## config.mk

```make
export PLATFORM = sky130hd
export DESIGN_NAME = bmpdec_out
export DESIGN_NICKNAME = d
export VERILOG_FILES = /design/src/rtl/core/bmpdec_pkg.sv /design/src/rtl/core/bmpdec_out.sv
export SDC_FILE = /design/constraint.sdc
export NUM_CORES = 1
export LEC_CHECK = 0
export BUFFER_PORTS_ARGS = -buffer_cell sky130_fd_sc_hd__buf_2
export CORE_MARGIN = 4
export CORE_UTILIZATION = 25
export CTS_CLUSTER_SIZE = 28
export DETAILED_ROUTE_END_ITERATION = 10
export PLACE_DENSITY = 0.58
export SLEW_MARGIN = 20
export SYNTH_ARGS = -nofsm -noshare
export SYNTH_HDL_FRONTEND = slang
export SYNTH_SLANG_ARGS = --single-unit
```

## constraint.sdc

```tcl
create_clock -name clk -period 3.4 [get_ports clk]
set_input_delay 0.34 -clock clk [delete_from_list [all_inputs] [get_ports clk]]
set_output_delay 0.34 -clock clk [all_outputs]
set_load 0.01 [all_outputs]
```

## src/rtl/core/bmpdec_pkg.sv

```systemverilog
// Shared types and constants for the BMP stream to RGBA decoder.
package bmpdec_pkg;

  // Image limits and palette size
  localparam int MAX_WIDTH       = 4096;
  localparam int MAX_HEIGHT      = 4096;
  localparam int PALETTE_ENTRIES = 256;
  localparam int PAL_ADDR_W      = $clog2(PALETTE_ENTRIES);
  localparam int PAL_DATA_W      = 24;

  // Stream widths
  localparam int IN_TDATA_W  = 8;
  localparam int OUT_TDATA_W = 40;
  localparam int OUT_USED_W  = 35;

  // File layout
  localparam logic [31:0] HDR_END    = 32'd54;
  localparam logic [31:0] PAL_END    = HDR_END + 32'(4 * PALETTE_ENTRIES);
  localparam logic [31:0] INFO_SIZE  = 32'd40;
  localparam logic [31:0] POS_SIG_B  = 32'd0;
  localparam logic [31:0] POS_SIG_M  = 32'd1;
  localparam logic [31:0] POS_OFFSET = 32'd13;
  localparam logic [31:0] POS_INFO   = 32'd17;
  localparam logic [31:0] POS_WIDTH  = 32'd21;
  localparam logic [31:0] POS_HEIGHT = 32'd25;
  localparam logic [31:0] POS_BPP    = 32'd29;
  localparam logic [31:0] POS_COMPR  = 32'd33;

  localparam logic [7:0] ASCII_B      = 8'h42;
  localparam logic [7:0] ASCII_M      = 8'h4D;
  localparam logic [7:0] ALPHA_OPAQUE = 8'hFF;

  localparam logic [5:0] BPP_8  = 6'd8;
  localparam logic [5:0] BPP_24 = 6'd24;
  localparam logic [5:0] BPP_32 = 6'd32;

  typedef enum logic [2:0] {
    PH_HEADER,
    PH_GAP,
    PH_PIXEL,
    PH_PAD,
    PH_DONE,
    PH_IDLE
  } phase_t;

  typedef enum logic [2:0] {
    ERR_NONE,
    ERR_SIGNATURE,
    ERR_HEADER,
    ERR_BPP,
    ERR_GEOMETRY
  } err_code_t;

  typedef enum logic {
    KIND_PIXEL,
    KIND_ERROR
  } kind_t;

  // One result beat as it leaves the parser
  typedef struct packed {
    kind_t       kind;
    logic        use_pal;
    logic [7:0]  red;
    logic [7:0]  green;
    logic [7:0]  blue;
    logic [7:0]  alpha;
    err_code_t   error_code;
    logic        last;
  } result_t;

  // Palette RAM access from the parser
  typedef struct packed {
    logic                  wr_en;
    logic [PAL_ADDR_W-1:0] wr_addr;
    logic [PAL_DATA_W-1:0] wr_data;
    logic                  rd_en;
    logic [PAL_ADDR_W-1:0] rd_addr;
  } pal_port_t;

endpackage

```

## src/rtl/core/bmpdec_out.sv

```systemverilog
// Result stage and output register; merges palette read data into 8 bpp pixels.
module bmpdec_out (
  input  logic                              clk,
  input  logic                              rst,
  input  logic                              load,
  input  logic                              res_valid,
  input  bmpdec_pkg::result_t               res,
  input  logic [bmpdec_pkg::PAL_DATA_W-1:0] pal_data,
  output logic                              ready,
  output logic                              m_tvalid,
  input  logic                              m_tready,
  output logic [bmpdec_pkg::OUT_TDATA_W-1:0] m_tdata,
  output logic                              m_tuser,
  output logic                              m_tlast
);

  // stage one: result aligned with the palette read
  logic                r1_valid;
  bmpdec_pkg::result_t r1;

  // stage two: output register
  logic                r2_valid;
  logic                out_kind;
  logic [31:0]         out_rgba;
  logic [2:0]          out_code;
  logic                out_last;

  logic                r2_free;
  logic [23:0]         rgb;

  assign r2_free = !r2_valid || m_tready;
  assign ready   = !r1_valid || r2_free;
  assign rgb     = r1.use_pal ? pal_data : {r1.red, r1.green, r1.blue};

  // valid flags
  always_ff @(posedge clk) begin
    if (rst) begin
      r1_valid <= 1'b0;
      r2_valid <= 1'b0;
    end else begin
      if (load) begin
        r1_valid <= res_valid;
      end else if (r2_free) begin
        r1_valid <= 1'b0;
      end
      if (r2_free) begin
        r2_valid <= r1_valid;
      end
    end
  end

  // payload
  always_ff @(posedge clk) begin
    if (load) begin
      r1 <= res;
    end
    if (r2_free && r1_valid) begin
      out_kind <= r1.kind;
      out_rgba <= {r1.alpha, rgb[7:0], rgb[15:8], rgb[23:16]};
      out_code <= r1.error_code;
      out_last <= r1.last;
    end
  end

  assign m_tvalid = r2_valid;
  assign m_tdata  = {5'd0, out_code, out_rgba};
  assign m_tuser  = out_kind;
  assign m_tlast  = out_last;

endmodule

```

==> impl_metrics.csv, run 1 <==
group,metric,value,unit
global_routing,grt_pass1_vias,1491,
cts,cts_sinks,77,
power_and_ir_drop,fin_total_pwr,1.81,mW
flow_run,max_cap_violations,0,
synthesis,ys_types,15,
timing,slew_violations,0,
critical_path,crit_fanout,37,
power_and_ir_drop,powerDensity,509,nW/um^2
place,io_buffers,105,
routing,wl_per_cell,13.9,um
cts,clockBufferDepth,2,
cts,cts_tree,"done",
timing,setup_viol,0,
critical_path,crit_type,"reg2reg",
power_and_ir_drop,power.internal,1.44,mW
status,status,"completed",
timing,period_minus_slack,1560,ps
timing,clock.fmax,642,MHz
power_and_ir_drop,ir_worst_vdd,0.000136,V
floorplan,placeableCoreArea,10800,um^2
floorplan,pin_count,111,
synthesis,yosysWarnings,0,
synthesis,ys_seq_area_frac,0.825,
cts,cts_setup_buffers,0,
place,dp_hpwl,3710,um
timing,tns,0,ps
synthesis,synth_area_per_cell,23.5,um^2
critical_path,endpoint_kind,"register",
timing,finalCritPeriodShare,0.458,
cts,hold_buffers,0,
timing,relSlewSlack,0.396,
timing,grt_setup_unrepaired,"no",
place,place.gp.congestion,0.720,
timing,worst_pin_slew,906,ps
synthesis,ys_seq_elements,77,
routing,drtPass1Iterations,4,
cts,clkTransAtPathRegs,70,ps
synthesis,netlist_area,2780,um^2
cts,clockRootBuffer,"clkbuf_8",
floorplan,die_w,113,um
floorplan,start_util,0.256,
worst_hold_path,worst_hold_path_type,"in2reg",
routing,first_iter_violations,37,
global_routing,antenna_found_initial,0,
floorplan,dieArea,12900,um^2
power_and_ir_drop,p_leak,1.43,nW
cts,cts_buffers,9,
timing,skew,6.77,ps
routing,vias,1397,
power_and_ir_drop,pwr-share-clk,0.302,
cts,cts.repair.resized,0,
final_layout,areaGrowthSynthToFinish,28.2,%
global_routing,grtUsageTotal,0.0831,
global_routing,grt_max_degree,41,
routing,via_per_inst,3.74,
final_layout,drive_gt1_frac,0.607,
power_and_ir_drop,swShare,0.205,
power_and_ir_drop,p_switching,0.371,mW
floorplan,fp.dieH,113,um
synthesis,syn_inst,118,
routing,drtAntennaViolNets,0,
power_and_ir_drop,combPwrFrac,0.079,
routing,drt-total-wl,5180,um
final_layout,nets,298,
floorplan,num_rows,38,
cts,h-tree-depth,3,
critical_path,cp-start-kind,"register",
power_and_ir_drop,p_seq_frac,0.619,
routing,drc,0,
global_routing,overflow,0,
final_layout,antenna_cells,0,
cts,clk_latency,340,ps
critical_path,rrSetupSlack,1840,ps
global_routing,grt_pass1_wl,7790,um
timing,hold_violations,0,
critical_path,crit_required,3360,ps
critical_path,cp.arrival,1520,ps
through the flow:
step                      hold slack, ps  utilization  cell area [um^2]  std cells  setup slack [ps]
final                                172        0.328              3560        374              1840
after global routing                 137        0.328              3560        374              1710
after CTS                            149        0.328              3560        374              1800
after detailed placement             407        0.315              3410        360              1670
after global placement               402        0.315              3410        360              1720
after floorplan                      400            -              2790        122              1630
flip-flops by register name, indices dropped and copies added (netlist names):
name / flops
r1: 38
out_rgba: 32
out_code: 3
m_tlast: 1
m_tuser: 1
m_tvalid: 1
r1_valid: 1
final cells by class:
| class | instances | area, um^2 |
|---|---|---|
| clock buffer | 11 | 131 |
| clock inverter | 3 | 15.0 |
| fill | 1116 | 7280 |
| inverter | 1 | 3.75 |
| multi-input combinational | 36 | 409 |
| sequential | 77 | 2290 |
| tap | 140 | 175 |
| timing repair buffer | 106 | 533 |
metal layers:
layer  global-route usage  vias up  routed length [um]
met2                0.131       58                2590
met1               0.0937      657                2090
met3               0.0355        8                 390
met5                    0        -                   0
met4               0.0505        0                 119
li1                     -      674                   -
logic make-up after synthesis:
group / after synthesis / synth area share
buffers and inverters: 9 / 0.0333
other: 1 / 0.00135
multiplexers: 24 / 0.124
AND/OR/NAND/NOR: 5 / 0.0122
AO/OA/AOI/OAI: 2 / 0.00360
flip-flops: 77 / 0.825
worst max-delay path: stages (launching register included):
cell and delay, ps:
dfxtp_1 320, nand2b_1 110, and2_2 730
power by group through the flow:
stage | Combinational (mW) | Clock (mW) | Sequential, mW
5_1_grt | 0.158 | 0.623 | 1.13
3_5_place_dp | 0.148 | 0 | 1.14
2_1_floorplan | 0.0783 | 0 | 1.15
6_report | 0.144 | 0.547 | 1.12
4_1_cts | 0.148 | 0.579 | 1.12
3_3_place_gp | 0.145 | 0 | 1.14
cell usage in the layout, fill, tap and decap left out, drive strengths merged:
master,instances
buf,106
dfxtp,2
nand2b,1
mux2,24
nand4bb,1
clkinvlp,1
or2,1
clkinv,2
conb,5
clkbuf,11
edfxtp,75
a21oi,2
inv,1
nand2,1
and2,1
cell usage after synthesis:
master     count  share of area
a21oi_1        2         0.0036
and2_1         1         0.0023
buf_12         2          0.014
buf_4          5          0.014
buf_6          1         0.0041
conb_1         1         0.0014
dfxtp_1        2          0.014
edfxtp_1      75           0.81
inv_1          1         0.0014
mux2_2         4          0.016
mux2_4        20           0.11
nand2_1        1         0.0014
nand2b_1       1         0.0023
nand4bb_1      1         0.0041
or2_2          1         0.0023
path summary, 6_finish.rpt:
path,depth (start not counted),to,startpoint
hold reg to reg,0,m_tuser,r1[37]
setup reg to reg,2,out_rgba[5],m_tvalid
hold / removal,1,r1[22],res[22]
setup / recovery,2,out_rgba[5],m_tvalid
No activity file was read; power rests on OpenSTA's default activity.
==> run 2, diff against run 1 <==
Settings changed: ABC_AREA from default to 1.
Clock period 3.4 ns to 1.53 ns, I/O delays scaled along.
==> run 2 against run 1 <==
Die area decreased by 0.96%. Count of clock-buffer cells in the layout up 1. Clock skew is 3.8 ps higher. Sequential cell count stayed put. Sequential share of layout area fell by 8.5 points. Routed wire length rose by 6.5%. Highest routed layer unchanged. Largest cell class unchanged.
==> impl_metrics.csv, run 2 <==
group,metric,value,unit
timing,hold_violations,0,
critical_path,cp.arrival,1030,ps
power_and_ir_drop,pwr-share-clk,0.406,
routing,drtAntennaViolNets,0,
global_routing,antenna_found_initial,0,
place,dpl_worst_slack,422,ps
floorplan,pin_count,111,
synthesis,syn_inst,172,
final_layout,final_cell_mix,"buf_2 (105), edfxtp_1 (75), dlygate4sd3_1 (39)",
timing,final.setup.worst_slack,348,ps
global_routing,overflow,0,
floorplan,dieArea,12700,um^2
critical_path,rrSetupSlack,410,ps
critical_path,crit_chain,"nand3_1 > buf_2",
place,io_buffers,105,
critical_path,cp_slowest_cell,"dfxtp_1",
final_layout,seq_area,2290,um^2
final_layout,multi_input_area,287,um^2
place,placed_cells,415,
floorplan,num_rows,38,
worst_hold_path,worst_hold_path_type,"in2reg",
synthesis,ys_seq_area_frac,0.834,
cts,clkTransAtPathRegs,80,ps
cts,cts_tree,"done",
synthesis,synthTopCellsByCount,"edfxtp_1 (75), inv_1 (29), nand2_1 (27), o21ai_0 (20), buf_4 (5)",
power_and_ir_drop,swShare,0.188,
synthesis,synthTopCellsByArea,"edfxtp_1 (82%), inv_1 (4.0%), nand2_1 (3.7%)",
place,place.gp.congestion,0.676,
final_layout,largestRegisters,"r1 x38, out_rgba x32, out_code x3",
final_layout,drive_gt1_frac,0.388,
cts,clockBufferDepth,2,
power_and_ir_drop,powerDensity,1200,nW/um^2
synthesis,yosys.area.top_type,"edfxtp_1",
routing,first_iter_violations,65,
global_routing,grt_pass1_wl,8630,um
cts,cts_sinks,77,
floorplan,placeableCoreArea,10800,um^2
final_layout,nFillCells,1015,
final_layout,finalInstanceArea,4100,um^2
power_and_ir_drop,ir_worst_vdd,0.000375,V
power_and_ir_drop,power.internal,3.98,mW
routing,drtPass1Iterations,4,
synthesis,synthDominantCellAreaShare,0.819,
synthesis,yosysWarnings,0,
final_layout,antenna_cells,0,
routing,drt-total-wl,5520,um
cts,cts_setup_buffers,0,
synthesis,async_flop_share,0,
critical_path,crit_type,"reg2out",
power_and_ir_drop,p_switching,0.923,mW
routing,via_per_inst,3.70,
cts,cts_buffers,9,
timing,setup_viol,0,
synthesis,synth_edf_count,75,
timing,tns,0,ps
global_routing,grt_pass1_vias,1798,
timing,slew_violations,0,
routing,drc,0,
timing,clock.fmax,846,MHz
cts,clockRootBuffer,"clkbuf_8",
final_layout,final_cells,470,
timing,timing.hold.ws,93.0,ps
synthesis,synth_area_per_cell,16.0,um^2
cts,h-tree-depth,3,
synthesis,ys_types,14,
critical_path,cp-start-kind,"register",
synthesis,ys_seq_elements,77,
critical_path,max_stage_delay,420,ps
place,place_area,3440,um^2
power_and_ir_drop,fin_total_pwr,4.90,mW
power_and_ir_drop,p_leak,1.74,nW
floorplan,die_w,113,um
synthesis,netlist_area,2750,um^2
critical_path,crit_fanout,4,
final_layout,final_util,0.380,
timing,grt_setup_unrepaired,"no",
timing,finalCritPeriodShare,0.773,
final_layout,largest_reg_flops,38,
status,status,"completed",
place,dp_hpwl,3880,um
flow_run,max_cap_violations,0,
global_routing,grt_max_degree,41,
floorplan,start_util,0.255,
routing,wl_per_cell,11.7,um
synthesis,ys.flop_type,"edfxtp_1",
final_layout,nets,392,
critical_path,crit_required,1380,ps
synthesis,post-synth-top-count-cell,"edfxtp_1",
final_layout,areaGrowthSynthToFinish,49.1,%
power_and_ir_drop,p_seq_frac,0.512,
floorplan,fp.dieH,113,um
final_layout,regMostFlops,"r1",
timing,period_minus_slack,1180,ps
global_routing,grtUsageTotal,0.0890,
final_layout,layout_commonest_cell,"buf_2",
cts,clk_latency,330,ps
power_and_ir_drop,combPwrFrac,0.082,
critical_path,endpoint_kind,"output port",
timing,skew,10.5,ps
routing,vias,1741,
run 2: cell types whose count changed in the layout (fill, tap and decap cells not counted), sizes merged, moves of 2 or more:
| cell | delta |
|---|---|
| o21ai | +24 |
| dlygate4sd3 | +39 |
| clkinv | -2 |
| bufinv | +4 |
| nand2 | +26 |
| inv | +28 |
| buf | +3 |
| mux2 | -24 |
run 2: power groups by stage:
stage | registers (mW) | logic [mW] | clock network (mW)
finish | 2.51 | 0.401 | 1.99
global route | 2.52 | 0.451 | 2.17
CTS | 2.51 | 0.411 | 2.07
detailed placement | 2.56 | 0.334 | 0
global placement | 2.56 | 0.327 | 0
floorplan | 2.58 | 0.133 | 0
run 2: metal layers:
| layer | track usage | wire length (um) |
|---|---|---|
| met5 | 0 | 0 |
| met1 | 0.0975 | 2080 |
| met2 | 0.156 | 2920 |
| met4 | 0.0457 | 122 |
| met3 | 0.0262 | 394 |
run 2: logic make-up (layout without fill, tap and decap cells):
family / Yosys count / in the layout / synth area share
AOI/OAI and AO/OA: 27 / 27 / 0.0546
DFF: 77 / 77 / 0.834
other: 1 / 5 / 0.00136
and+or+nand+nor: 28 / 28 / 0.0387
buffers and inverters: 39 / 193 / 0.0715
run 2: worst paths after layout:
kind / from / endpoint / cells past startpoint
worst min-delay path: pal_data[17] / out_rgba[1] / 3
worst min register to register: r1[1] / out_code[0] / 0
worst max register to register: r1_valid / out_rgba[22] / 3
worst max-delay path: m_tvalid / ready / 2
run 2: final cells by class:
type                       instances  share of cell area
tap                              140              0.0427
clock buffer                      12              0.0354
clock inverter                     4              0.0293
inverter                          29              0.0266
multi-input combinational         60              0.0699
timing repair buffer             148               0.237
sequential                        77               0.559
run 2: critical path: cells and delay by family, from the launching register on:
family	cells	cell delay [ps]
buf+inv	1	160
flops	1	420
simple gates	1	120
run 2: timing repair:
item | 4_1_cts | 5_1_grt
hold buffers | 39 | 0
endpoints found under the hold margin | 39 | 0
resized for setup | 0 | 0
