### src/rtl/core/bmpdec_pkg.sv
// Shared types and constants for the BMP stream to RGBA decoder.
package bmpdec_pkg;

  // Image limits and palette size
  localparam int MAX_WIDTH       = 4096;
  localparam int MAX_HEIGHT      = 4096;
  localparam int PALETTE_ENTRIES = 256;
  localparam int PAL_ADDR_W      = $clog2(PALETTE_ENTRIES);
  localparam int PAL_DATA_W      = 24;

  // Stream widths
  localparam int IN_TDATA_W  = 8;
  localparam int OUT_TDATA_W = 40;
  localparam int OUT_USED_W  = 35;

  // File layout
  localparam logic [31:0] HDR_END    = 32'd54;
  localparam logic [31:0] PAL_END    = HDR_END + 32'(4 * PALETTE_ENTRIES);
  localparam logic [31:0] INFO_SIZE  = 32'd40;
  localparam logic [31:0] POS_SIG_B  = 32'd0;
  localparam logic [31:0] POS_SIG_M  = 32'd1;
  localparam logic [31:0] POS_OFFSET = 32'd13;
  localparam logic [31:0] POS_INFO   = 32'd17;
  localparam logic [31:0] POS_WIDTH  = 32'd21;
  localparam logic [31:0] POS_HEIGHT = 32'd25;
  localparam logic [31:0] POS_BPP    = 32'd29;
  localparam logic [31:0] POS_COMPR  = 32'd33;

  localparam logic [7:0] ASCII_B      = 8'h42;
  localparam logic [7:0] ASCII_M      = 8'h4D;
  localparam logic [7:0] ALPHA_OPAQUE = 8'hFF;

  localparam logic [5:0] BPP_8  = 6'd8;
  localparam logic [5:0] BPP_24 = 6'd24;
  localparam logic [5:0] BPP_32 = 6'd32;

  typedef enum logic [2:0] {
    PH_HEADER,
    PH_GAP,
    PH_PIXEL,
    PH_PAD,
    PH_DONE,
    PH_IDLE
  } phase_t;

  typedef enum logic [2:0] {
    ERR_NONE,
    ERR_SIGNATURE,
    ERR_HEADER,
    ERR_BPP,
    ERR_GEOMETRY
  } err_code_t;

  typedef enum logic {
    KIND_PIXEL,
    KIND_ERROR
  } kind_t;

  // One result beat as it leaves the parser
  typedef struct packed {
    kind_t       kind;
    logic        use_pal;
    logic [7:0]  red;
    logic [7:0]  green;
    logic [7:0]  blue;
    logic [7:0]  alpha;
    err_code_t   error_code;
    logic        last;
  } result_t;

  // Palette RAM access from the parser
  typedef struct packed {
    logic                  wr_en;
    logic [PAL_ADDR_W-1:0] wr_addr;
    logic [PAL_DATA_W-1:0] wr_data;
    logic                  rd_en;
    logic [PAL_ADDR_W-1:0] rd_addr;
  } pal_port_t;

endpackage

### src/rtl/core/bmpdec_parser.sv
// Byte parser: header checks, palette load, pixel assembly and row padding.
module bmpdec_parser (
  input  logic                 clk,
  input  logic                 rst,
  input  logic                 accept,
  input  logic [7:0]           data_byte,
  input  logic                 start_of_file,
  output logic                 res_valid,
  output bmpdec_pkg::result_t  res,
  output bmpdec_pkg::pal_port_t pal
);

  // state registers
  logic [31:0]         byte_position, byte_position_next;
  logic [31:0]         data_offset, data_offset_next;
  logic [12:0]         image_width, image_width_next;
  logic [12:0]         image_height, image_height_next;
  logic [5:0]          bits_per_pixel, bits_per_pixel_next;
  logic [31:0]         header_word, header_word_next;
  bmpdec_pkg::phase_t  phase, phase_next;
  logic [12:0]         row_count, row_count_next;
  logic [12:0]         column_count, column_count_next;
  logic [1:0]          byte_in_pixel, byte_in_pixel_next;
  logic [1:0]          padding_left, padding_left_next;
  logic [23:0]         partial_pixel, partial_pixel_next;

  // state as seen by this beat (start of file restarts everything)
  logic [31:0]         pos;
  bmpdec_pkg::phase_t  phase_e;
  logic [31:0]         offset_e;
  logic [12:0]         width_e, height_e;
  logic [5:0]          bpp_e;
  logic [31:0]         hdr_e;
  logic [12:0]         row_e, col_e;
  logic [1:0]          bip_e, pad_e;
  logic [23:0]         part_e;

  // row padding in bytes for the current width and bit count
  logic [1:0]          row_pad;

  always_comb begin
    pos      = start_of_file ? '0 : byte_position;
    phase_e  = start_of_file ? bmpdec_pkg::PH_HEADER : phase;
    offset_e = start_of_file ? '0 : data_offset;
    width_e  = start_of_file ? '0 : image_width;
    height_e = start_of_file ? '0 : image_height;
    bpp_e    = start_of_file ? '0 : bits_per_pixel;
    hdr_e    = start_of_file ? '0 : header_word;
    row_e    = start_of_file ? '0 : row_count;
    col_e    = start_of_file ? '0 : column_count;
    bip_e    = start_of_file ? '0 : byte_in_pixel;
    pad_e    = start_of_file ? '0 : padding_left;
    part_e   = start_of_file ? '0 : partial_pixel;
  end

  // 8 bpp: rows of w bytes; 24 bpp: 3w bytes, pad is w mod 4; 32 bpp never pads
  always_comb begin
    case (bpp_e)
      bmpdec_pkg::BPP_8:  row_pad = 2'(2'd0 - width_e[1:0]);
      bmpdec_pkg::BPP_24: row_pad = width_e[1:0];
      default:            row_pad = 2'd0;
    endcase
  end

  // next state and result
  always_comb begin
    logic [31:0] hw;
    logic [31:0] rel;
    logic [15:0] bc;
    logic [31:0] min_off;
    logic        do_pixel;
    logic        emit;
    logic [12:0] row_i, col_i, col_inc, row_inc;
    logic [1:0]  bip_i;
    logic [23:0] part_i;

    hw      = {data_byte, hdr_e[31:8]};
    rel     = pos - bmpdec_pkg::HDR_END;
    bc      = hw[31:16];
    min_off = (bpp_e == bmpdec_pkg::BPP_8) ? bmpdec_pkg::PAL_END : bmpdec_pkg::HDR_END;
    do_pixel = 1'b0;
    emit     = 1'b0;
    row_i   = row_e;
    col_i   = col_e;
    bip_i   = bip_e;
    part_i  = part_e;
    col_inc = '0;
    row_inc = '0;

    byte_position_next  = pos + 32'd1;
    data_offset_next    = offset_e;
    image_width_next    = width_e;
    image_height_next   = height_e;
    bits_per_pixel_next = bpp_e;
    header_word_next    = hdr_e;
    phase_next          = phase_e;
    row_count_next      = row_e;
    column_count_next   = col_e;
    byte_in_pixel_next  = bip_e;
    padding_left_next   = pad_e;
    partial_pixel_next  = part_e;

    res_valid      = 1'b0;
    res            = '0;
    res.kind       = bmpdec_pkg::KIND_PIXEL;
    res.error_code = bmpdec_pkg::ERR_NONE;
    pal            = '0;

    case (phase_e)
      bmpdec_pkg::PH_HEADER: begin
        header_word_next = hw;
        case (pos)
          bmpdec_pkg::POS_SIG_B: begin
            if (data_byte != bmpdec_pkg::ASCII_B) begin
              res.error_code = bmpdec_pkg::ERR_SIGNATURE;
            end
          end
          bmpdec_pkg::POS_SIG_M: begin
            if (data_byte != bmpdec_pkg::ASCII_M) begin
              res.error_code = bmpdec_pkg::ERR_SIGNATURE;
            end
          end
          bmpdec_pkg::POS_OFFSET: data_offset_next = hw;
          bmpdec_pkg::POS_INFO: begin
            if (hw != bmpdec_pkg::INFO_SIZE) begin
              res.error_code = bmpdec_pkg::ERR_HEADER;
            end
          end
          bmpdec_pkg::POS_WIDTH: begin
            image_width_next = (hw != 32'd0 && hw <= 32'(bmpdec_pkg::MAX_WIDTH)) ?
                               hw[12:0] : 13'd0;
          end
          bmpdec_pkg::POS_HEIGHT: begin
            image_height_next = (hw != 32'd0 && hw <= 32'(bmpdec_pkg::MAX_HEIGHT)) ?
                                hw[12:0] : 13'd0;
          end
          bmpdec_pkg::POS_BPP: begin
            bits_per_pixel_next = (bc inside {16'd8, 16'd24, 16'd32}) ? bc[5:0] : 6'd0;
          end
          bmpdec_pkg::POS_COMPR: begin
            if (hw != 32'd0) begin
              res.error_code = bmpdec_pkg::ERR_HEADER;
            end else if (bpp_e == 6'd0) begin
              res.error_code = bmpdec_pkg::ERR_BPP;
            end else if (width_e == 13'd0 || height_e == 13'd0) begin
              res.error_code = bmpdec_pkg::ERR_GEOMETRY;
            end else if (offset_e < min_off) begin
              res.error_code = bmpdec_pkg::ERR_GEOMETRY;
            end else begin
              phase_next = bmpdec_pkg::PH_GAP;
            end
          end
          default: ;
        endcase
        if (res.error_code != bmpdec_pkg::ERR_NONE) begin
          res_valid  = 1'b1;
          res.kind   = bmpdec_pkg::KIND_ERROR;
          phase_next = bmpdec_pkg::PH_IDLE;
        end
      end

      bmpdec_pkg::PH_GAP: begin
        if (pos == offset_e) begin
          // first pixel byte: start the pixel counters fresh
          phase_next = bmpdec_pkg::PH_PIXEL;
          row_i    = '0;
          col_i    = '0;
          bip_i    = '0;
          part_i   = '0;
          do_pixel = 1'b1;
        end else if (bpp_e == bmpdec_pkg::BPP_8 && pos >= bmpdec_pkg::HDR_END &&
                     pos < bmpdec_pkg::PAL_END) begin
          // palette entries are B,G,R,x; collect B and G, write on R
          case (rel[1:0])
            2'd0: partial_pixel_next[7:0]  = data_byte;
            2'd1: partial_pixel_next[15:8] = data_byte;
            2'd2: begin
              pal.wr_en   = accept;
              pal.wr_addr = rel[bmpdec_pkg::PAL_ADDR_W+1:2];
              pal.wr_data = {data_byte, part_e[15:0]};
            end
            default: ;
          endcase
        end
      end

      bmpdec_pkg::PH_PIXEL: do_pixel = 1'b1;

      bmpdec_pkg::PH_PAD: begin
        padding_left_next = pad_e - 2'd1;
        if (pad_e == 2'd1) begin
          phase_next = bmpdec_pkg::PH_PIXEL;
        end
      end

      default: ;
    endcase

    // pixel assembly
    if (do_pixel) begin
      row_count_next     = row_i;
      column_count_next  = col_i;
      byte_in_pixel_next = bip_i;
      partial_pixel_next = part_i;
      if (bpp_e == bmpdec_pkg::BPP_8) begin
        pal.rd_en   = accept;
        pal.rd_addr = data_byte;
        res.use_pal = 1'b1;
        res.alpha   = bmpdec_pkg::ALPHA_OPAQUE;
        emit        = 1'b1;
      end else begin
        case (bip_i)
          2'd0: begin
            partial_pixel_next = {16'd0, data_byte};
            byte_in_pixel_next = 2'd1;
          end
          2'd1: begin
            partial_pixel_next = {part_i[23:16], data_byte, part_i[7:0]};
            byte_in_pixel_next = 2'd2;
          end
          2'd2: begin
            if (bpp_e == bmpdec_pkg::BPP_24) begin
              byte_in_pixel_next = 2'd0;
              res.red   = data_byte;
              res.green = part_i[15:8];
              res.blue  = part_i[7:0];
              res.alpha = bmpdec_pkg::ALPHA_OPAQUE;
              emit      = 1'b1;
            end else begin
              partial_pixel_next = {data_byte, part_i[15:0]};
              byte_in_pixel_next = 2'd3;
            end
          end
          default: begin
            byte_in_pixel_next = 2'd0;
            res.red   = part_i[23:16];
            res.green = part_i[15:8];
            res.blue  = part_i[7:0];
            res.alpha = data_byte;
            emit      = 1'b1;
          end
        endcase
      end

      // column and row bookkeeping on each pixel
      if (emit) begin
        res_valid = 1'b1;
        col_inc   = col_i + 13'd1;
        row_inc   = row_i + 13'd1;
        if (col_inc == width_e) begin
          column_count_next = '0;
          row_count_next    = row_inc;
          if (row_inc == height_e) begin
            res.last   = 1'b1;
            phase_next = bmpdec_pkg::PH_DONE;
          end else if (row_pad != 2'd0) begin
            padding_left_next = row_pad;
            phase_next        = bmpdec_pkg::PH_PAD;
          end
        end else begin
          column_count_next = col_inc;
        end
      end
    end
  end

  // state register
  always_ff @(posedge clk) begin
    if (rst) begin
      byte_position  <= '0;
      data_offset    <= '0;
      image_width    <= '0;
      image_height   <= '0;
      bits_per_pixel <= '0;
      header_word    <= '0;
      phase          <= bmpdec_pkg::PH_HEADER;
      row_count      <= '0;
      column_count   <= '0;
      byte_in_pixel  <= '0;
      padding_left   <= '0;
      partial_pixel  <= '0;
    end else if (accept) begin
      byte_position  <= byte_position_next;
      data_offset    <= data_offset_next;
      image_width    <= image_width_next;
      image_height   <= image_height_next;
      bits_per_pixel <= bits_per_pixel_next;
      header_word    <= header_word_next;
      phase          <= phase_next;
      row_count      <= row_count_next;
      column_count   <= column_count_next;
      byte_in_pixel  <= byte_in_pixel_next;
      padding_left   <= padding_left_next;
      partial_pixel  <= partial_pixel_next;
    end
  end

endmodule

### config.mk
export PLATFORM = sky130hd
export DESIGN_NAME = bmpdec_parser
export DESIGN_NICKNAME = d
export VERILOG_FILES = /design/src/rtl/core/bmpdec_pkg.sv /design/src/rtl/core/bmpdec_parser.sv
export SDC_FILE = /design/constraint.sdc
export NUM_CORES = 1
export LEC_CHECK = 0
export BUFFER_PORTS_ARGS = -buffer_cell sky130_fd_sc_hd__buf_4
export CAP_MARGIN = 10
export CORE_ASPECT_RATIO = 1.75
export CORE_MARGIN = 5
export CORE_UTILIZATION = 45
export CTS_BUF_LIST = sky130_fd_sc_hd__clkbuf_8
export DETAILED_ROUTE_END_ITERATION = 10
export HOLD_SLACK_MARGIN = 0.03
export PLACE_DENSITY = 0.66
export SLEW_MARGIN = 10
export SYNTH_ARGS = -nofsm -noshare
export SYNTH_HDL_FRONTEND = slang
export SYNTH_SLANG_ARGS = --single-unit
### constraint.sdc
create_clock -name clk -period 10.5 [get_ports clk]
set_input_delay 2.1 -clock clk [delete_from_list [all_inputs] [get_ports clk]]
set_output_delay 2.1 -clock clk [all_outputs]
set_load 0.05 [all_outputs]
==> out/qor.txt <==
cell family with most CP delay: simple AND/OR/NAND/NOR gates
Register Area: 3540 sq um
Avg Cell Area, Syn: 7.53 sq um
post-cts sizing count: 0
antenna violations before repair: 0
num rows: 74
worst skew pair latency: 510 ps
status: complete, no violations
# Post-CTS Setup Buffers: 0
vias in the first global route: 10300
CP cell instances: buf_4, inv_1, nand3_1, nor4_2, nor2_1, buf_4, nand2_1, inv_1, ha_1, nand4b_1, or3_1, xnor2_1, or4b_2, o21ai_0, a211oi_1, a2111oi_0, nand3_1, inv_1, buf_4
critical path's slowest cell: a2111oi_0
Post-Syn Nets: 1424
HPWL after DPL: 26800 um
crit-path max cell delay: 720 ps
number of max-cap violations: 0
largest net degree at the start of global routing: 108
Detail Route Antenna Nets: 0
via/cell ratio: 6.22
share of post-route cells with drive strength above 1: 11.9%
clock skew: 19.1 ps
sequential fraction of the synthesis area: 33.6%
Synth Instances: 1402
Worst Path Arrival: 6670 ps
Seq cells post-synth: 177
Critical Path RT: 8400 ps
worst setup path class: in2out
Fill cells: 2307
Worst-path clk slew: 90 ps
worst hold slack: 460 ps
Avg WL per Cell: 21.4 um
pwr dens: 110 nW/um^2
Finished Layout Cells: 1746
Worst Path Max Fanout: 9
grt ovf: 0
drt drc: 0
ys async rst share: 0%
RSZ-0062 raised after global routing: false
dpl cells: 1713
Worst Setup End Kind: output port
via count: 10900
Setup WS pre-CTS: 1830 ps
top cell type's share of synthesized area: 33.6%
final setup fails: 0
Die X: 126 um
Most used DFF post-synth: dfxtp_1
GRT Total Usage: 27.4%
period utilisation layout: 83.5%
Root Buffer: clkbuf_8
first-pass GRT wire length: 57700 um
Yosys top cell by area: dfxtp_1
Post-Synthesis Cell Area: 10600 sq um
GP Congestion: 0.969
synth warn: 0
CTS Buf Count: 17
Hold Buf Count CTS: 0
Ports: 93
Syn-to-layout area delta: 11.6%
achievable clock frequency: 114 MHz
die height: 213 um
detailed router's first-iteration violation count: 1080
clock sinks: 177
final WL: 37400 um
crit path time final: 8770 ps
core area: 23200 sq um
Hold Path Class: reg2reg
Cell variety after synth: 83
CP bufs+invs: 6
final net count: 1450
CP Launch Type: input pin
Slew @ Worst Pin: 1100 ps
final hold violation count: 0
worst-case clock buffer depth: 2
synth top area cells: dfxtp_1, nor2_1, a22oi_1, nand2_1, clkbuf_1
Slew headroom: 26.8%
Max VDD drop: 0.103 mV
Final Max Tran Viols: 0
Die ar.: 26700 sq um
setup slack after layout: 1730 ps
multi-input combinational cell area: 6540 sq um
initial core utilization: 45.4%
drt pass-1 iters: 6
CTS tree: yes
CTS H-Tree Depth: 4
leakage: 4.51 nW
number of enable flip-flop cells after synthesis: 0
PortBufs: 92
setup TNS: 0 ps
sequential cells by signal, summed over array words and instances, names as in the netlist:
name and flops:
phase 3, row_count 13, image_width 13, byte_in_pixel 2, bits_per_pixel 6, partial_pixel 24
byte_position 32, image_height 13, data_offset 32, header_word 24, padding_left 2, column_count 13
cell usage in the layout, fill, tap and decap left out, types with 6 or more instances in the layout:
master,synthesis,final
and3_1,45,45
a211oi_1,10,10
a32oi_1,6,6
nand2_1,131,131
o211ai_1,7,7
nor3_1,33,31
nor4_1,33,32
or3_1,12,12
inv_1,21,22
a21boi_0,6,6
ha_1,10,10
nand2b_1,21,21
nor2b_1,16,16
dfxtp_1,177,177
xor2_1,41,41
a31oi_1,10,10
a21oi_1,60,60
mux2i_1,7,7
a22oi_1,102,102
and2_1,21,21
o21ai_0,48,46
nand3b_1,6,6
nand3_1,29,29
clkbuf_8,0,18
xnor2_1,41,41
nor2_1,252,251
o21ai_1,13,14
o22ai_1,9,9
nand4_1,16,16
a21o_1,15,15
buf_4,1,110
or4_1,9,9
cell usage after synthesis (29+ instances only):
cell type / n
clkbuf_1: 96
o21ai_0: 48
xnor2_1: 41
nand2_1: 131
a21oi_1: 60
and3_1: 45
nor4_1: 33
a22oi_1: 102
nor3_1: 33
nand3_1: 29
dfxtp_1: 177
xor2_1: 41
nor2_1: 252
cell type report:
| type | instances | share of cell area [%] |
|---|---|---|
| multi-input cells | 1099 | 55.6 |
| repair buffers | 110 | 7.02 |
| clock inverters | 14 | 1.21 |
| flip-flops and latches | 177 | 30.1 |
| clock buffers | 18 | 2.10 |
| diodes | 1 | 0.0213 |
| well taps | 304 | 3.23 |
| inverters | 23 | 0.733 |
worst reg2reg max path: cells and delay by family, from the launching register on:
family | cells | cell delay [ps]
buffers and inverters | 1 | 230
xor gates and xnor gates | 1 | 80
AOI/OAI and AO/OA | 5 | 1290
adders and majority gates | 1 | 360
DFF | 1 | 550
and+or+nand+nor | 9 | 3140
layer usage:
| layer | vias to the layer above | track usage, % | wire length [um] |
|---|---|---|---|
| met4 | 0 | 19.3 | 2880 |
| met3 | 143 | 3.77 | 1800 |
| met5 | - | 0 | 0 |
| li1 | 5094 | - | - |
| met1 | 5198 | 30.0 | 13900 |
| met2 | 429 | 48.5 | 18800 |
per-stage QoR:
step                      area (sq um)  utilization, %  power [W]
final                            11800            50.6    0.00129
after floorplan                  10600               -   0.000773
after detailed placement         11400            49.0   0.000815
after global placement           11400            49.0   0.000815
after CTS                        11800            50.6    0.00130
after global routing             11800            50.6    0.00133
worst paths after layout:
check | start | end | slack [ps] | cells after the start
setup / recovery | start_of_file | res[0] | 1730 | 19
hold reg to reg | bits_per_pixel[5]$_SDFFE_PP0P_ | bits_per_pixel[5]$_SDFFE_PP0P_ | 460 | 2
setup reg to reg | byte_position[9]$_SDFFE_PP0P_ | row_count[10]$_SDFFE_PP0P_ | 4760 | 17
hold / removal | bits_per_pixel[5]$_SDFFE_PP0P_ | bits_per_pixel[5]$_SDFFE_PP0P_ | 460 | 2
logic make-up (layout without fill, tap and decap cells):
group                      after synthesis  count (layout)  share of synthesized area (%)
buffers and inverters                  126             165                           4.63
and+or+nand+nor                        648             648                           29.4
DFF                                    177             177                           33.6
xor gates and xnor gates                82              82                           6.81
other                                    0               1                              0
AOI/OAI and AO/OA                      347             347                           23.1
adders and majority gates               10              10                           1.19
muxes                                   12              12                           1.30
where the power goes:
part / internal, W / leakage, nW / total [W] / switching [W]
Clock: 0.000202 / 0.206 / 0.000490 / 0.000288
Combinational: 0.0000280 / 2.88 / 0.000117 / 0.0000892
Sequential: 0.000676 / 1.43 / 0.000685 / 0.00000868
Total: 0.000906 / 4.51 / 0.00129 / 0.000386
Power figures use the tool's default switching activity.
